$ cat config.mk
export PLATFORM = sky130hd
export DESIGN_NAME = throttle_duty_ramp_unit_flat
export DESIGN_NICKNAME = d
export VERILOG_FILES = /design/src/tdr_pkg.sv /design/src/tdr_if.sv /design/src/tdr_front.sv /design/src/tdr_queue.sv /design/src/tdr_back.sv /design/src/throttle_duty_ramp_unit.sv /design/src/flat_wrapper.sv
export SDC_FILE = /design/constraint.sdc
export NUM_CORES = 1
export LEC_CHECK = 0
export ABC_AREA = 1
export CORE_MARGIN = 1.5
export CORE_UTILIZATION = 45
export CTS_CLUSTER_DIAMETER = 60
export CTS_CLUSTER_SIZE = 20
export DETAILED_ROUTE_END_ITERATION = 8
export DONT_BUFFER_PORTS = 1
export PLACE_DENSITY = 0.73
export SYNTH_ARGS = -nofsm -noshare
export SYNTH_HDL_FRONTEND = slang
export SYNTH_HIERARCHICAL = 1
export SYNTH_SLANG_ARGS = --single-unit
$ cat constraint.sdc
create_clock -name clk -period 6.6 [get_ports clk]
set_clock_uncertainty 0.15 [all_clocks]
set_input_delay 0.66 -clock clk [delete_from_list [all_inputs] [get_ports clk]]
set_output_delay 0.66 -clock clk [all_outputs]
set_load 0.01 [all_outputs]
$ cat src/tdr_pkg.sv
// ----------------------------------------------------------------------------
// tdr_pkg
// Shared widths, register indexes, reset values and item types for the
// throttle duty ramp block.
// ----------------------------------------------------------------------------
package tdr_pkg;

  localparam int SAMPLE_BITS = 12;
  localparam int CODE_W      = SAMPLE_BITS;
  localparam int GAIN_W      = 24;
  localparam int OFFSET_W    = 16;
  localparam int RAMP_W      = 24;
  localparam int DUTY_W      = 16;
  localparam int FRAC_W      = 8;
  localparam int PROD_W      = CODE_W + GAIN_W;
  localparam int SCALED_W    = PROD_W - FRAC_W;

  localparam int CFG_IDX_W   = 3;
  localparam int CFG_DATA_W  = 24;

  localparam int Q_DEPTH     = 2;
  localparam int Q_PTR_W     = $clog2(Q_DEPTH);
  localparam int Q_CNT_W     = $clog2(Q_DEPTH + 1);

  localparam logic [RAMP_W-1:0] RAMP_MAX = {RAMP_W{1'b1}};

  typedef enum logic [CFG_IDX_W-1:0] {
    REG_OFF_THRESHOLD = 3'd0,
    REG_ON_THRESHOLD  = 3'd1,
    REG_DUTY_GAIN     = 3'd2,
    REG_DUTY_OFFSET   = 3'd3,
    REG_RAMP_STEP     = 3'd4,
    REG_DUTY_LIMIT    = 3'd5
  } tdr_reg_t;

  localparam logic [CODE_W-1:0]   RST_OFF_THRESHOLD = CODE_W'(993);
  localparam logic [CODE_W-1:0]   RST_ON_THRESHOLD  = CODE_W'(1241);
  localparam logic [GAIN_W-1:0]   RST_DUTY_GAIN     = GAIN_W'(179573);
  localparam logic [OFFSET_W-1:0] RST_DUTY_OFFSET   = OFFSET_W'(2540);
  localparam logic [RAMP_W-1:0]   RST_RAMP_STEP     = RAMP_W'(256);
  localparam logic [DUTY_W-1:0]   RST_DUTY_LIMIT    = DUTY_W'(65535);

  typedef struct packed {
    logic [CODE_W-1:0]   off_threshold;
    logic [CODE_W-1:0]   on_threshold;
    logic [GAIN_W-1:0]   duty_gain;
    logic [OFFSET_W-1:0] duty_offset;
  } tdr_front_cfg_t;

  typedef struct packed {
    logic [RAMP_W-1:0] ramp_step;
    logic [DUTY_W-1:0] duty_limit;
  } tdr_back_cfg_t;

  typedef struct packed {
    logic              flag;
    logic [CODE_W-1:0] code;
    logic [RAMP_W-1:0] target;
  } tdr_item_t;

endpackage

$ cat src/tdr_if.sv
// ----------------------------------------------------------------------------
// tdr channel interfaces
// Valid/ready channels for samples, duty results and register writes.
// ----------------------------------------------------------------------------
interface tdr_in_if import tdr_pkg::*; ();
  logic              valid;
  logic              ready;
  logic [CODE_W-1:0] adc_sample;

  modport source (output valid, output adc_sample, input ready);
  modport sink   (input valid, input adc_sample, output ready);
endinterface

interface tdr_out_if import tdr_pkg::*; ();
  logic              valid;
  logic              ready;
  logic              throttle_valid;
  logic [CODE_W-1:0] sample_code;
  logic [DUTY_W-1:0] duty_command;

  modport source (output valid, output throttle_valid, output sample_code,
                  output duty_command, input ready);
  modport sink   (input valid, input throttle_valid, input sample_code,
                  input duty_command, output ready);
endinterface

interface tdr_cfg_if import tdr_pkg::*; ();
  logic                  valid;
  logic                  ready;
  logic [CFG_IDX_W-1:0]  index;
  logic [CFG_DATA_W-1:0] data;

  modport source (output valid, output index, output data, input ready);
  modport sink   (input valid, input index, input data, output ready);
endinterface

$ cat src/tdr_front.sv
// ----------------------------------------------------------------------------
// tdr_front
// Accepts samples, runs the hysteresis flag and forms the Q8 target duty.
// ----------------------------------------------------------------------------
module tdr_front import tdr_pkg::*; (
  input  logic           clk,
  input  logic           rst,
  tdr_in_if.sink         in_ch,
  input  tdr_front_cfg_t cfg,
  input  logic           q_full,
  output logic           push,
  output tdr_item_t      push_item
);

  logic              flag;
  logic              flag_next;
  logic              st_valid;
  logic              st_flag;
  logic [CODE_W-1:0] st_code;
  logic [PROD_W-1:0] st_prod;
  logic              accept;

  logic [SCALED_W-1:0] scaled;
  logic [SCALED_W-1:0] off_q8;
  logic [SCALED_W-1:0] diff;
  logic [RAMP_W-1:0]   target;

  assign push         = st_valid && !q_full;
  assign in_ch.ready  = !st_valid || push;
  assign accept       = in_ch.valid && in_ch.ready;

  // clear has priority over set when thresholds cross
  always_comb begin
    if (in_ch.adc_sample < cfg.off_threshold) begin
      flag_next = 1'b0;
    end else if (in_ch.adc_sample > cfg.on_threshold) begin
      flag_next = 1'b1;
    end else begin
      flag_next = flag;
    end
  end

  always_ff @(posedge clk) begin
    if (rst) begin
      flag     <= 1'b0;
      st_valid <= 1'b0;
    end else if (accept) begin
      flag     <= flag_next;
      st_valid <= 1'b1;
    end else if (push) begin
      st_valid <= 1'b0;
    end
  end

  always_ff @(posedge clk) begin
    if (accept) begin
      st_flag <= flag_next;
      st_code <= in_ch.adc_sample;
      st_prod <= PROD_W'(in_ch.adc_sample) * PROD_W'(cfg.duty_gain);
    end
  end

  assign scaled = st_prod[PROD_W-1:FRAC_W];
  assign off_q8 = SCALED_W'({cfg.duty_offset, {FRAC_W{1'b0}}});
  assign diff   = (scaled > off_q8) ? (scaled - off_q8) : '0;

  always_comb begin
    if (!st_flag) begin
      target = '0;
    end else if (diff > SCALED_W'(RAMP_MAX)) begin
      target = RAMP_MAX;
    end else begin
      target = diff[RAMP_W-1:0];
    end
  end

  assign push_item.flag   = st_flag;
  assign push_item.code   = st_code;
  assign push_item.target = target;

endmodule

$ cat src/tdr_queue.sv
// ----------------------------------------------------------------------------
// tdr_queue
// Two-entry queue that decouples the front stage from the ramp stage.
// ----------------------------------------------------------------------------
module tdr_queue import tdr_pkg::*; (
  input  logic      clk,
  input  logic      rst,
  input  logic      push,
  input  tdr_item_t push_item,
  output logic      full,
  input  logic      pop,
  output tdr_item_t pop_item,
  output logic      nonempty
);

  tdr_item_t          mem [Q_DEPTH];
  logic [Q_PTR_W-1:0] wr_ptr;
  logic [Q_PTR_W-1:0] rd_ptr;
  logic [Q_CNT_W-1:0] count;

  assign full     = (count == Q_CNT_W'(Q_DEPTH));
  assign nonempty = (count != '0);
  assign pop_item = mem[rd_ptr];

  always_ff @(posedge clk) begin
    if (rst) begin
      wr_ptr <= '0;
      rd_ptr <= '0;
      count  <= '0;
    end else begin
      if (push) begin
        wr_ptr <= wr_ptr + 1'b1;
      end
      if (pop) begin
        rd_ptr <= rd_ptr + 1'b1;
      end
      if (push && !pop) begin
        count <= count + 1'b1;
      end else if (pop && !push) begin
        count <= count - 1'b1;
      end
    end
  end

  always_ff @(posedge clk) begin
    if (push) begin
      mem[wr_ptr] <= push_item;
    end
  end

  a_count_bound: assert property (@(posedge clk) disable iff (rst)
    count <= Q_CNT_W'(Q_DEPTH))
    else $error("queue count above depth");

  a_no_overflow: assert property (@(posedge clk) disable iff (rst)
    push |-> (!full || pop))
    else $error("push into full queue");

  a_no_underflow: assert property (@(posedge clk) disable iff (rst)
    pop |-> nonempty)
    else $error("pop from empty queue");

endmodule

$ cat src/tdr_back.sv
// ----------------------------------------------------------------------------
// tdr_back
// Slews the ramp toward the queued target and registers the duty result.
// ----------------------------------------------------------------------------
module tdr_back import tdr_pkg::*; (
  input  logic          clk,
  input  logic          rst,
  input  tdr_back_cfg_t cfg,
  input  logic          nonempty,
  input  tdr_item_t     item,
  output logic          pop,
  tdr_out_if.source     out_ch
);

  logic [RAMP_W-1:0] ramp;
  logic [RAMP_W-1:0] ramp_next;
  logic [RAMP_W-1:0] base;
  logic [RAMP_W:0]   up_sum;
  logic [RAMP_W-1:0] down_diff;
  logic [DUTY_W-1:0] duty_raw;
  logic [DUTY_W-1:0] duty;
  logic              out_valid;

  assign pop  = nonempty && (!out_valid || out_ch.ready);

  // an invalid throttle drops the ramp to zero
  assign base      = item.flag ? ramp : '0;
  assign up_sum    = {1'b0, base} + {1'b0, cfg.ramp_step};
  assign down_diff = base - item.target;

  always_comb begin
    if (base < item.target) begin
      ramp_next = (up_sum > {1'b0, item.target}) ? item.target : up_sum[RAMP_W-1:0];
    end else if (base > item.target) begin
      ramp_next = (down_diff > cfg.ramp_step) ? (base - cfg.ramp_step) : item.target;
    end else begin
      ramp_next = base;
    end
  end

  assign duty_raw = ramp_next[RAMP_W-1:FRAC_W];
  assign duty     = (duty_raw > cfg.duty_limit) ? cfg.duty_limit : duty_raw;

  always_ff @(posedge clk) begin
    if (rst) begin
      ramp      <= '0;
      out_valid <= 1'b0;
    end else if (pop) begin
      ramp      <= ramp_next;
      out_valid <= 1'b1;
    end else if (out_ch.ready) begin
      out_valid <= 1'b0;
    end
  end

  always_ff @(posedge clk) begin
    if (pop) begin
      out_ch.throttle_valid <= item.flag;
      out_ch.sample_code    <= item.code;
      out_ch.duty_command   <= duty;
    end
  end

  assign out_ch.valid = out_valid;

  a_invalid_zero: assert property (@(posedge clk) disable iff (rst)
    (out_valid && !out_ch.throttle_valid) |-> (out_ch.duty_command == '0))
    else $error("duty nonzero while throttle invalid");

  a_duty_limit: assert property (@(posedge clk) disable iff (rst)
    out_valid |-> (out_ch.duty_command <= cfg.duty_limit))
    else $error("duty above limit");

  a_ramp_step: assert property (@(posedge clk) disable iff (rst)
    (pop && item.flag) |=> ((ramp >= $past(ramp) && ramp - $past(ramp) <= $past(cfg.ramp_step))
      || (ramp < $past(ramp) && $past(ramp) - ramp <= $past(cfg.ramp_step))))
    else $error("ramp moved more than one step");

endmodule

$ cat src/throttle_duty_ramp_unit.sv
// ----------------------------------------------------------------------------
// throttle_duty_ramp_unit
// Throttle sample to slew-limited PWM duty with hysteresis enable.
// ----------------------------------------------------------------------------
//  channel  dir  payload                                     transfer when
//  in_ch    in   adc_sample                                  valid & ready
//  out_ch   out  throttle_valid, sample_code, duty_command   valid & ready
//  cfg      in   index, data                                 valid (ready held high)
//
//  one sample per clock sustained while out_ch.ready is held high; an input transfer
//  reaches the result through the product register, two-entry queue and result register
//  the flag register in the front end and the ramp register in the back end
//  are the only datapath loops
//  synchronous reset restores register defaults and clears flag and ramp
//  a stalled output fills the queue, then the front register, then drops in_ch.ready
// ----------------------------------------------------------------------------
module throttle_duty_ramp_unit import tdr_pkg::*; (
  input  logic       clk,
  input  logic       rst,
  tdr_in_if.sink     in_ch,
  tdr_out_if.source  out_ch,
  tdr_cfg_if.sink    cfg
);

  tdr_front_cfg_t front_cfg;
  tdr_back_cfg_t  back_cfg;
  logic           push;
  logic           pop;
  logic           q_full;
  logic           q_nonempty;
  tdr_item_t      push_item;
  tdr_item_t      pop_item;

  assign cfg.ready = 1'b1;

  always_ff @(posedge clk) begin
    if (rst) begin
      front_cfg.off_threshold <= RST_OFF_THRESHOLD;
      front_cfg.on_threshold  <= RST_ON_THRESHOLD;
      front_cfg.duty_gain     <= RST_DUTY_GAIN;
      front_cfg.duty_offset   <= RST_DUTY_OFFSET;
      back_cfg.ramp_step      <= RST_RAMP_STEP;
      back_cfg.duty_limit     <= RST_DUTY_LIMIT;
    end else if (cfg.valid) begin
      case (cfg.index)
        REG_OFF_THRESHOLD: front_cfg.off_threshold <= cfg.data[CODE_W-1:0];
        REG_ON_THRESHOLD:  front_cfg.on_threshold  <= cfg.data[CODE_W-1:0];
        REG_DUTY_GAIN:     front_cfg.duty_gain     <= cfg.data[GAIN_W-1:0];
        REG_DUTY_OFFSET:   front_cfg.duty_offset   <= cfg.data[OFFSET_W-1:0];
        REG_RAMP_STEP:     back_cfg.ramp_step      <= cfg.data[RAMP_W-1:0];
        REG_DUTY_LIMIT:    back_cfg.duty_limit     <= cfg.data[DUTY_W-1:0];
        default: ;
      endcase
    end
  end

  tdr_front u_front (
    .clk       (clk),
    .rst       (rst),
    .in_ch     (in_ch),
    .cfg       (front_cfg),
    .q_full    (q_full),
    .push      (push),
    .push_item (push_item)
  );

  tdr_queue u_queue (
    .clk       (clk),
    .rst       (rst),
    .push      (push),
    .push_item (push_item),
    .full      (q_full),
    .pop       (pop),
    .pop_item  (pop_item),
    .nonempty  (q_nonempty)
  );

  tdr_back u_back (
    .clk      (clk),
    .rst      (rst),
    .cfg      (back_cfg),
    .nonempty (q_nonempty),
    .item     (pop_item),
    .pop      (pop),
    .out_ch   (out_ch)
  );

endmodule
$ cat src/flat_wrapper.sv
// flat-port wrapper written by rule: the top's interface ports become plain ports
module throttle_duty_ramp_unit_flat import tdr_pkg::*;
  (clk, rst, in_ch_valid, in_ch_adc_sample, in_ch_ready, out_ch_valid, out_ch_throttle_valid, out_ch_sample_code, out_ch_duty_command, out_ch_ready, cfg_valid, cfg_index, cfg_data, cfg_ready);
  tdr_in_if in_ch_i ();
  tdr_out_if out_ch_i ();
  tdr_cfg_if cfg_i ();
  input  logic clk;
  input  logic rst;
  input wire logic [$bits(in_ch_i.valid)-1:0] in_ch_valid;
  input wire logic [$bits(in_ch_i.adc_sample)-1:0] in_ch_adc_sample;
  output wire logic [$bits(in_ch_i.ready)-1:0] in_ch_ready;
  output wire logic [$bits(out_ch_i.valid)-1:0] out_ch_valid;
  output wire logic [$bits(out_ch_i.throttle_valid)-1:0] out_ch_throttle_valid;
  output wire logic [$bits(out_ch_i.sample_code)-1:0] out_ch_sample_code;
  output wire logic [$bits(out_ch_i.duty_command)-1:0] out_ch_duty_command;
  input wire logic [$bits(out_ch_i.ready)-1:0] out_ch_ready;
  input wire logic [$bits(cfg_i.valid)-1:0] cfg_valid;
  input wire logic [$bits(cfg_i.index)-1:0] cfg_index;
  input wire logic [$bits(cfg_i.data)-1:0] cfg_data;
  output wire logic [$bits(cfg_i.ready)-1:0] cfg_ready;
  assign in_ch_i.valid = in_ch_valid;
  assign in_ch_i.adc_sample = in_ch_adc_sample;
  assign in_ch_ready = in_ch_i.ready;
  assign out_ch_valid = out_ch_i.valid;
  assign out_ch_throttle_valid = out_ch_i.throttle_valid;
  assign out_ch_sample_code = out_ch_i.sample_code;
  assign out_ch_duty_command = out_ch_i.duty_command;
  assign out_ch_i.ready = out_ch_ready;
  assign cfg_i.valid = cfg_valid;
  assign cfg_i.index = cfg_index;
  assign cfg_i.data = cfg_data;
  assign cfg_ready = cfg_i.ready;
  throttle_duty_ramp_unit u_core (.clk(clk), .rst(rst), .in_ch(in_ch_i), .out_ch(out_ch_i), .cfg(cfg_i));
endmodule
# Word-level counts from Yosys, hierarchy flattened
# Memory sizes are Yosys's and may differ from the RTL's. A register that Yosys moved wholly into a read port is not among the register bits.
# Index checks and enable logic that the tools add are counted.
# totals
ff_bits	213
ram_bits	74
in_bits	44
output_inout_bits	32
wordCells	88
n_memories	1
# op_classes
n_addsub	8
n_mul	1
n_lt_le_gt_ge	9
n_eq_ne	6
mux	21
n_reduce_logical	23
# memory_table
memory	depth	width	read_ports	rd_ports_with_merged_regs	wr	line_no	source
u_core.u_queue.mem	2	37	1	1	1	tdr_queue.sv:16	tdr_item_t mem [Q_DEPTH];
# ops
op	n
$mux W24	7
$gt A24 B24 Y1	2
$sub A24 B24 Y24	2
$mul A12 B24 Y36	1
$gt A28 B24 Y1	1
$gt A28 B24 Y1 const B	1
$mux W28	1
$sub A28 B24 Y28	1
$add A24 B24 Y25	1
$gt A25 B24 Y1	1
$lt A24 B24 Y1	1
$gt A16 B16 Y1	1
$mux W16	1
$gt A12 B12 Y1	1
$lt A12 B12 Y1	1
$reduce_and A2 Y1	6
$mux W1	10
$reduce_bool A2 Y1	4
$eq A3 B2 Y1 const B	2
$eq A3 B3 Y1 const B	2
$logic_and A1 B1 Y1	5
$logic_not A1 Y1	5
$mux W2	2
$eq A3 B1 Y1 const B	1
6 further kinds	8

# Longest topological paths before layout
# depth
ltp_word	8
mapped_depth	48

# Hierarchy
# The synthesis kept the hierarchy.
# modules_own_cells
mod	n_inst	cells_each	area_per_inst_um2	seq_area_each_um2
tdr_front	1	1758	12939.9	1271.2
tdr_back	1	1540	9323.9	1371.3
throttle_duty_ramp_unit	1	554	3981.3	2082.0
tdr_queue	1	148	3049.2	2322.2

# Worst setup path after synthesis
# Ideal clock, no wire load.
# synth_timing
path_kind	register -> register
start	register (tool-made name)
end	register u_core.u_back.out_ch.duty_command[10], data pin
arrival_ns	6.180
required_time_ns	6.184
setup_slack_ns	0.004
stages_incl_launch_ff	45
path_buffers	6
period_less_slack_ns	6.596
cell_sequence	dfxtp_1 -> buf_6 -> mux2_2 -> buf_6 -> clkbuf_1 -> clkbuf_1 -> nand2_1 -> ha_1 -> inv_1 -> ha_1 -> or2_2 -> nand2_1 -> nand2_2 -> inv_2 -> o21ai_4 -> nand2_1 -> nand3_1 -> a21oi_1 -> (+9 left out) -> nor2_1 -> buf_2 -> nand3_1 -> nand2_1 -> nand2_1 -> nand2_1 -> inv_1 -> ha_1 -> nand2_1 -> inv_1 -> nand3_1 -> nor3_1 -> nand2_1 -> o2111ai_1 -> nand2_2 -> inv_1 -> clkbuf_1 -> o21ai_1
# synth_lines
item	line_no	source
to (signal assigned)	tdr_back.sv:60	out_ch.duty_command <= duty;
to (decl)	tdr_if.sv:22	output duty_command, input ready);

==> results.py <==
metrics = {
    "die": {
        "design.core.area_um2": 64300,
        "dieArea_um2": 66600,
        "fp.dieW_um": 258,
        "placementRows": 93,
        "io_pins": 76,
        "initial_core_util": 0.455,
        "die_y_um": 258,
    },
    "power": {
        "p_leak_nw": 16.8,
        "p_per_area_nw_per_um2": 451,
        "total_power_mw": 14.2,
        "peakVddDrop_mv": 0.332,
    },
    "critical_path": {
        "worst_ep_arrival_time_ps": 6500,
        "critPathSlowestCell": "edfxtp_1",
        "slowest_delay_ps": 430,
        "crit_path_frequent_cell": "nand2_1",
        "critPathKind": "flop to flop",
        "end_kind": "flop",
        "critPathRequiredTime_ps": 6770,
        "start_kind": "flop",
        "cp_max_fo": 12,
    },
    "route": {
        "wl_per_cell_um": 18.8,
        "ant_nets": 0,
        "first_iter_violations": 2391,
        "drt_wl_total_mm": 91.3,
        "vias": 26014,
        "drt_pass1_iterations": 6,
        "drc": 0,
        "vias_per_cell": 5.37,
    },
    "final_layout": {
        "final_common_cell": "nand2_1",
        "final_nets": 4471,
        "drive_above_1_share": 0.0739,
        "finalCoreUtilization": 0.488,
        "final_cell_count_no_fill": 4847,
        "layout_common_cells": "nand2_1 (1071), inv_1 (777), nor2_1 (289), nand3_1 (285), ha_1 (233)",
        "fillCellCount": 6314,
        "antenna_cells": 0,
        "area_delta_synth_final_pct": 7.15,
    },
    "cts": {
        "clk_pin_slew_ps": 80,
        "clock_sinks": 280,
        "clk_latency_ps": 570,
        "cts_max_level": 1,
        "clockBufferDepth": 3,
        "cts_tree": "built",
        "cts_root_buf": "clkbuf_16",
        "cts_buffers": 27,
    },
    "status": {
        "status": "finished, final reports clean",
    },
    "logic_synthesis": {
        "ys_warn_count": 6,
        "synth-seq-cells": 280,
        "netlist_area_um2": 29300,
        "yosys.area.top_type": "fa_1",
        "avgSynthCellArea_um2": 7.32,
        "syn-num-nets": 4499,
        "ys_seq_area_frac": 0.241,
        "synthDistinctLibCells": 63,
        "yosys-top-cells-area": "fa_1 (15%), edfxtp_1 (15%), nand2_1 (14%)",
        "netlist_instances": 4000,
        "netlist.area_leader.share": 0.150,
    },
    "placed_design": {
        "placedCellCount": 4787,
        "place_ws_ps": -110,
        "io_buffers": 0,
        "gp_congestion": 0.994,
        "post-dp-hpwl_mm": 72.5,
    },
    "sta": {
        "worst_slew_pin_slew_ps": 1180,
        "setup_violations": 0,
        "max_freq_mhz": 158,
        "hold-worst-slack_ps": 35.4,
        "fin_crit_sh": 0.960,
        "slew_headroom": 0.215,
        "slew_viol_final": 0,
        "worst_slack_ps": 266,
        "hold_viol_final": 0,
        "post-route-min-period_ps": 6330,
    },
    "grt": {
        "grt_pass1_wl_mm": 142,
        "grt.total_usage": 0.272,
        "grt_pass1_vias": 25492,
        "grt_overflow": 0,
        "grt_max_degree": 105,
        "antenna_found_initial": 2,
    },
    "job": {
        "maxCapViolCount": 0,
    },
    "worst_hold_path": {
        "hold_path_class": "input port to flop",
    },
}
[cells by family (layout without fill, tap and decap cells)]
kind of cell,after synthesis,count (layout),share of synthesized area
AND/OR/NAND/NOR,1835,1835,0.267
buffers and inverters,923,914,0.126
adder cells (fa/ha/maj),455,455,0.251
XOR/XNOR,67,67,0.0200
AO/OA/AOI/OAI,402,402,0.0775
multiplexers,37,38,0.0181
flip-flops,280,280,0.241
other,1,1,0.000128
[critical path: cells and delay by family, from the launching register on]
family                   cells  cell delay (ps)
adder cells (fa/ha/maj)      4              860
multiplexers                 1              350
buffers and inverters        6              690
AO/OA/AOI/OAI                8             1210
XOR/XNOR                     1              160
AND/OR/NAND/NOR             19             2210
flip-flops                   1              430
[area by class of cell]
class / count / area, um2 / share of cell area
inverter: 793 / 2990 / 0.0952
clock inverter: 21 / 290 / 0.00925
tap: 855 / 1070 / 0.0341
clock buffer: 28 / 679 / 0.0216
multi-input combinational: 2798 / 18700 / 0.596
sequential: 280 / 7050 / 0.225
timing repair buffer: 72 / 603 / 0.0192
[power by group]
group / leakage, nW / switching (mW) / total, mW / internal (mW)
logic: 13.8 / 6.37 / 9.71 / 3.34
registers: 2.48 / 0.285 / 2.75 / 2.46
clock network: 0.472 / 0.811 / 1.70 / 0.891
[Yosys cell counts, drive strengths merged]
master	n
nand2	1118
inv	791
nor2	319
nand3	301
ha	235
fa	220
a21oi	214
edfxtp	144
dfxtp	136
o21ai	109
clkbuf	73
buf	57
xor2	49
nor3	38
mux2	37
nand4	31
o21bai	23
xnor2	18
a21o	14
a31oi	12
o21a	10
or2	8
a21boi	7
and3	6
nand3b	6
nor4	6
a211oi	4
and2	2
clkinv	2
o221ai	2
o311ai	2
a221oi	1
a41oi	1
conb	1
o2111ai	1
o211ai	1
o31ai	1
[state kept, by name (all words and copies together), names as in the netlist, named ones only]
name                                 flops
u_core/u_back/out_ch.throttle_valid      1
u_core/u_queue/mem                      74
u_core/u_front/st_valid                  1
u_core/u_queue/count                     2
u_core/u_back/out_ch.duty_command       16
u_core/u_front/st_prod                  28
u_core/front_cfg                        64
u_core/u_queue/wr_ptr                    1
u_core/u_back/out_ch.valid               1
u_core/u_back/out_ch.sample_code        12
u_core/u_back/ramp                      24
u_core/u_front/st_code                  12
u_core/u_queue/rd_ptr                    1
u_core/u_front/st_flag                   1
u_core/u_front/flag                      1
u_core/back_cfg                         40
[metrics by stage]
stage               TNS [ps]  area (um2)
finish                     0       31400
global route            -489       31400
CTS                        0       31100
detailed placement     -1390       30200
global placement           0       30200
floorplan                  0       29300
[path summary, 6_finish.rpt]
kind              cells after the start  slack (ps)                                 from                                             end
hold / removal                        0          40                  in_ch_adc_sample[0]             u_core/u_front/st_code[0]$_DFFE_PP_
hold reg to reg                       0         290  u_core/u_front/st_code[8]$_DFFE_PP_             u_core/u_queue/mem[0][32]$_DFFE_PP_
setup / recovery                     39         270  u_core/u_queue/mem[0][36]$_DFFE_PP_  u_core/u_back/out_ch.duty_command[8]$_DFFE_PP_
setup reg to reg                     39         270  u_core/u_queue/mem[0][36]$_DFFE_PP_  u_core/u_back/out_ch.duty_command[8]$_DFFE_PP_
[metal layers]
layer  GRT usage  up-vias  share of wire
met2       0.462     1023           0.48
met1       0.344    12379           0.41
met5           0        -        0.00014
li1            -    12391              -
met3      0.0352      219          0.068
met4       0.125        2          0.047
[what timing repair did]
| item | CTS | global route |
|---|---|---|
| cloned | 0 | 3 |
| buffers inserted | 0 | 7 |
| hold endpoints to repair | 5 | 0 |
| hold buffers | 1 | 0 |
| gates resized for setup | 2 | 32 |
| pin swaps | 0 | 9 |
| setup endpoints to repair | 16 | 16 |
(Power assumes the default switching activity.)
